File: src/sv/e2r_pkg.sv
`timescale 1ns / 1ps
`default_nettype none
package e2r_pkg;
  localparam int CordicStages = 14;
  localparam int AtanEntries = 24;
  localparam int UsedStages = (CordicStages < AtanEntries) ? CordicStages : AtanEntries;
  localparam int AngW = 34;
  localparam int XyW = 33;
  localparam int QW = 22;

  localparam logic signed [AngW-1:0] AngPi = 34'sd1686629713;
  localparam logic signed [AngW-1:0] AngHalfPi = 34'sd843314857;
  localparam logic signed [XyW-1:0] CordicGain = 33'sd652032874;
  localparam logic signed [QW-1:0] OneQ20 = 22'sd1048576;

  typedef logic signed [15:0] word_t;
  typedef logic signed [QW-1:0] q20_t;

  typedef struct packed {
    word_t pos_x;
    word_t pos_y;
    word_t pos_z;
    word_t roll_angle;
    word_t pitch_angle;
    word_t yaw_angle;
  } pose_t;

  typedef struct packed {
    word_t m00; word_t m01; word_t m02;
    word_t m10; word_t m11; word_t m12;
    word_t m20; word_t m21; word_t m22;
    word_t out_x; word_t out_y; word_t out_z;
  } rot_t;

  function automatic logic signed [AngW-1:0] atan_at(input int i);
    logic signed [AngW-1:0] r;
    case (i)
      0: r = 34'sd421657428;  1: r = 34'sd248918915;  2: r = 34'sd131521918;
      3: r = 34'sd66762579;   4: r = 34'sd33510843;   5: r = 34'sd16771758;
      6: r = 34'sd8387925;    7: r = 34'sd4194219;    8: r = 34'sd2097141;
      9: r = 34'sd1048575;   10: r = 34'sd524288;    11: r = 34'sd262144;
      12: r = 34'sd131072;   13: r = 34'sd65536;     14: r = 34'sd32768;
      15: r = 34'sd16384;    16: r = 34'sd8192;      17: r = 34'sd4096;
      18: r = 34'sd2048;     19: r = 34'sd1024;      20: r = 34'sd512;
      21: r = 34'sd256;      22: r = 34'sd128;       23: r = 34'sd64;
      default: r = '0;
    endcase
    return r;
  endfunction

  // Rounded Q1.20 product.
  function automatic q20_t mul20(input q20_t a, input q20_t b);
    logic signed [2*QW-1:0] p;
    p = a * b + (44'sd1 <<< 19);
    return QW'(p >>> 20);
  endfunction

  // Q1.20 value (possibly grown) to saturated Q2.14.
  function automatic word_t to_q14(input logic signed [QW+1:0] v);
    logic signed [QW+1:0] r;
    r = (v + 24'sd32) >>> 6;
    if (r > 24'sd16384) return 16'sd16384;
    if (r < -24'sd16384) return -16'sd16384;
    return r[15:0];
  endfunction
endpackage
`default_nettype wire

File: src/sv/e2r_cordic.sv
`timescale 1ns / 1ps
`default_nettype none
// Pipelined sine/cosine of one angle, one CORDIC iteration per stage.
module e2r_cordic (
  input  wire logic clk,
  input  wire logic en,
  input  wire e2r_pkg::word_t angle,
  output e2r_pkg::q20_t sin_q,
  output e2r_pkg::q20_t cos_q
);
  import e2r_pkg::*;

  logic signed [AngW-1:0] z [UsedStages+1];
  logic signed [XyW-1:0] x [UsedStages+1];
  logic signed [XyW-1:0] y [UsedStages+1];
  logic neg [UsedStages+1];
  logic signed [AngW-1:0] z_in;
  logic signed [XyW-1:0] xo, yo, xr, yr;

  always_comb begin
    z_in = AngW'(angle) <<< 16;
  end

  always_ff @(posedge clk) begin
    if (en) begin
      x[0] <= CordicGain;
      y[0] <= '0;
      if (z_in > AngHalfPi) begin
        z[0] <= z_in - AngPi; neg[0] <= 1'b1;
      end else if (z_in < -AngHalfPi) begin
        z[0] <= z_in + AngPi; neg[0] <= 1'b1;
      end else begin
        z[0] <= z_in; neg[0] <= 1'b0;
      end
    end
  end

  for (genvar i = 0; i < UsedStages; i++) begin : g_stage
    always_ff @(posedge clk) begin
      if (en) begin
        neg[i+1] <= neg[i];
        if (z[i] >= 0) begin
          x[i+1] <= x[i] - (y[i] >>> i);
          y[i+1] <= y[i] + (x[i] >>> i);
          z[i+1] <= z[i] - atan_at(i);
        end else begin
          x[i+1] <= x[i] + (y[i] >>> i);
          y[i+1] <= y[i] - (x[i] >>> i);
          z[i+1] <= z[i] + atan_at(i);
        end
      end
    end
  end

  always_comb begin
    xo = neg[UsedStages] ? -x[UsedStages] : x[UsedStages];
    yo = neg[UsedStages] ? -y[UsedStages] : y[UsedStages];
    xr = (xo + 33'sd512) >>> 10;
    yr = (yo + 33'sd512) >>> 10;
  end

  always_ff @(posedge clk) begin
    if (en) begin
      cos_q <= (xr > XyW'(OneQ20)) ? OneQ20 : (xr < -XyW'(OneQ20)) ? -OneQ20 : xr[QW-1:0];
      sin_q <= (yr > XyW'(OneQ20)) ? OneQ20 : (yr < -XyW'(OneQ20)) ? -OneQ20 : yr[QW-1:0];
    end
  end
endmodule
`default_nettype wire

File: config.mk
export PLATFORM = sky130hd
export DESIGN_NAME = e2r_cordic
export DESIGN_NICKNAME = d
export VERILOG_FILES = /design/src/sv/e2r_pkg.sv /design/src/sv/e2r_cordic.sv
export SDC_FILE = /design/constraint.sdc
export NUM_CORES = 2
export LEC_CHECK = 0
export ABC_CLOCK_PERIOD_IN_PS = 14890
export BUFFER_PORTS_ARGS = -buffer_cell sky130_fd_sc_hd__buf_2
export CAP_MARGIN = 20
export CELL_PAD_IN_SITES_DETAIL_PLACEMENT = 1
export CELL_PAD_IN_SITES_GLOBAL_PLACEMENT = 1
export CORE_ASPECT_RATIO = 1.5
export CORE_UTILIZATION = 35
export DETAILED_ROUTE_END_ITERATION = 8
export MAX_ROUTING_LAYER = met4
export PLACE_DENSITY_LB_ADDON = 0.15
export SETUP_SLACK_MARGIN = 0.1
export SYNTH_ARGS = -nofsm -noshare
export SYNTH_HDL_FRONTEND = slang
export SYNTH_SLANG_ARGS = --single-unit
File: constraint.sdc
create_clock -name clk -period 14.89 [get_ports clk]
set_clock_uncertainty 0.15 [all_clocks]
set_input_delay 2.978 -clock clk [delete_from_list [all_inputs] [get_ports clk]]
set_output_delay 2.978 -clock clk [all_outputs]
set_load 0.01 [all_outputs]
==> impl_metrics.toml <==
[routing]
ant_nets = 0
routedWlPerCell_um = 21.60
drt_pass1_iterations = 5
drcViolationCount = 0
vias = 85330
viasPerCell = 5.538
wirelength_mm = 332.8
dr.first_iter.drc_count = 3192

[die]
die_h_um = 677.8
dieArea_um2 = 306700
die_w_um = 452.5
rows = 247
initial_core_util = 0.3526
core_um2 = 302200
io-pin-count = 62

[clock_network]
clockRootBuffer = "clkbuf_16"
clk_latency_ps = 870
holdBufCountCts = 0
clk_path_buf_depth = 4
cts_resized = 0
postCtsSetupBuffers = 0
clk_pin_slew_ps = 60
cts_tree = "yes"
htreeDepth = 4
clock_sinks = 1270
cts_made_buffers = 154

[layout]
drive_above_1_share = 0.04412
synthToLayoutAreaGrowth_pct = 8.791
final_nets = 12403
n_fill_cell = 34563

[yosys]
synthArstFlopShare = 0
synth_seq_cells = 1270
synth-warning-count = 0
syn_inst = 11355
synth-main-ff-cell = "edfxtp_1"
syn_avg_cell_area_um2 = 9.385
yosysSeqAreaShare = 0.3579
synth_area_um2 = 106600
synth_edf_count = 1270
synth_nets = 12442
synthDistinctLibCells = 94

[global_routing]
grtUsageMet3 = 0.01773
met2_usage = 0.4404
grt-ovfl-total = 0
grt.busiest_layer = "met2"
grt_pass1_vias = 92202
antenna_found_initial = 1
grt_max_degree = 169
gr-usage-all-layers = 0.2179
grt_pass1_wl_mm = 514.1
grtUsageMet1 = 0.1897

[min_path]
min_path_type = "flip-flop to flip-flop"

[place]
io_buffers = 61
pre_cts_ws_ps = 5016
dpl.hpwl_mm = 270.9
gp_congestion = 0.9107

[sta]
setup-tns-final_ps = 0
final-setup-viol-count = 0
fin_ws_ps = 6039
worstMarginPinSlew_ps = 1086
clock.fmax_mhz = 113.0
period_needed_ps = 8851
relSlewSlack = 0.2694
final.period_utilization = 0.5944
grt_setup_unrepaired = "no"
hold_viol = 0
maxSlewViolCount = 0

[status]
outcome = "finished, final reports clean"

[worst_setup_path]
crit_type = "input pin to flip-flop"
crit_chain = "buf_12 > buf_4 > and2_2 > buf_4 > inv_2 > o21ai_0 > inv_1 > ha_1 > nor2b_1 > o211ai_1 > a32oi_1 > o21a_1 > a21oi_1 > o31ai_1 > a41oi_1 > a21boi_0 > or4_1 > a31o_2 > a21oi_1 > xnor2_1"
crit_path_end_kind = "flip-flop"
critPathMaxStageDelay_ps = 660
cp_slowest_cell = "and2_2"
path_max_fanout = 41
critPathRequiredTime_ps = 15310
arrival_ps = 9270
cp-start-kind = "input pin"

[run]
drv_cap = 0
## Yosys cell counts (41+ instances only)
cell type	instances	area, µm²
and3_1	93	581.8
a211oi_1	80	600.6
buf_1	63	236.5
clkbuf_1	251	942.2
o31ai_1	135	1013
or4_1	41	307.8
or2_2	50	312.8
nor4_1	118	738.2
inv_1	487	1828
a21o_1	374	2808
o21bai_1	107	803.3
edfxtp_1	1270	38140
nand3_1	206	1031
nand2b_1	172	1076
nor3_1	296	1481
o41ai_1	45	394.1
nand4_1	90	563.0
o21ai_0	660	3303
and2_1	69	431.7
a21oi_1	1112	5565
ha_1	1034	12940
a21boi_0	45	337.8
or3_1	99	619.3
nand2_1	673	2526
mux2i_1	47	470.5
xnor2_1	1161	10170
xor2_1	522	4572
o21a_1	192	1441
nor2b_1	142	888.4
a31oi_1	121	757.0
nor2_1	957	3592
o31a_1	42	367.9
## cells in the final DEF, fill, tap and decap left out, drive strengths merged, types with 192 or more instances in the layout
cell type  count
inv          495
a21oi       1112
o21ai        667
nor2         957
a21o         374
nor3         297
xnor2       1161
nand3        206
xor2         522
edfxtp      1270
ha          1034
nand2        673
o21a         192
## per-stage QoR
step / cell area [µm²] / utilization / hold WS [ps] / std cells
5_1_grt: 115900 / 0.3836 / 280.5 / 15408
2_1_floorplan: 106600 / - / 250.3 / 11355
3_5_place_dp: 111200 / 0.3678 / 260.2 / 15141
3_3_place_gp: 111100 / 0.3677 / 251.6 / 15140
6_report: 115900 / 0.3836 / 270.5 / 15409
4_1_cts: 115900 / 0.3835 / 273.9 / 15404
## path summary, 6_finish.rpt
| check | start | endpoint | slack, ps | cells past startpoint |
|---|---|---|---|---|
| setup / recovery | en | y[5][31] | 6040 | 20 |
| hold / removal | neg[4] | neg[5] | 270 | 0 |
| setup reg to reg | z[0][237] | x[0][260] | 8190 | 17 |
| hold reg to reg | neg[4] | neg[5] | 270 | 0 |
## flip-flops by register name (all words and copies together), names as in the netlist
register	cells
x	404
sin_q	22
neg	15
z	377
y	430
cos_q	22
## layout make-up
| type | instances | area, µm² | area share |
|---|---|---|---|
| Multi-Input combinational cell | 9272 | 65350 | 0.5637 |
| Sequential cell | 1270 | 38140 | 0.3289 |
| Tap cell | 3984 | 4985 | 0.04300 |
| Clock buffer | 180 | 3973 | 0.03427 |
| Inverter | 492 | 1847 | 0.01593 |
| Timing Repair Buffer | 126 | 848.3 | 0.007317 |
| Clock inverter | 83 | 790.8 | 0.006821 |
| Antenna cell | 2 | 5.005 | 0.00004317 |
## kinds of logic after synthesis
family,after synthesis,share of synthesized area
AO/OA/AOI/OAI,3320,0.1970
XOR/XNOR,1683,0.1383
adder cells (fa/ha/maj),1075,0.1285
buffers and inverters,813,0.02898
flip-flops,1270,0.3579
multiplexers,77,0.007585
AND/OR/NAND/NOR,3117,0.1417
## routing by layer
metal,wire [µm],vias up
met5,0,-
met4,22900,0
met3,6088,854
met2,191000,1101
met1,112800,41678
li1,-,41697
## critical path: cells and delay by family
family | cells | cell delay, ps
adder cells (fa/ha/maj) | 1 | 280
XOR/XNOR | 1 | 90
buffers and inverters | 5 | 1620
AO/OA/AOI/OAI | 10 | 2870
AND/OR/NAND/NOR | 3 | 1250
Power is left out: the tool's default activity adds up to more than one toggle a clock period on the data nets, which glitch-free logic cannot reach.
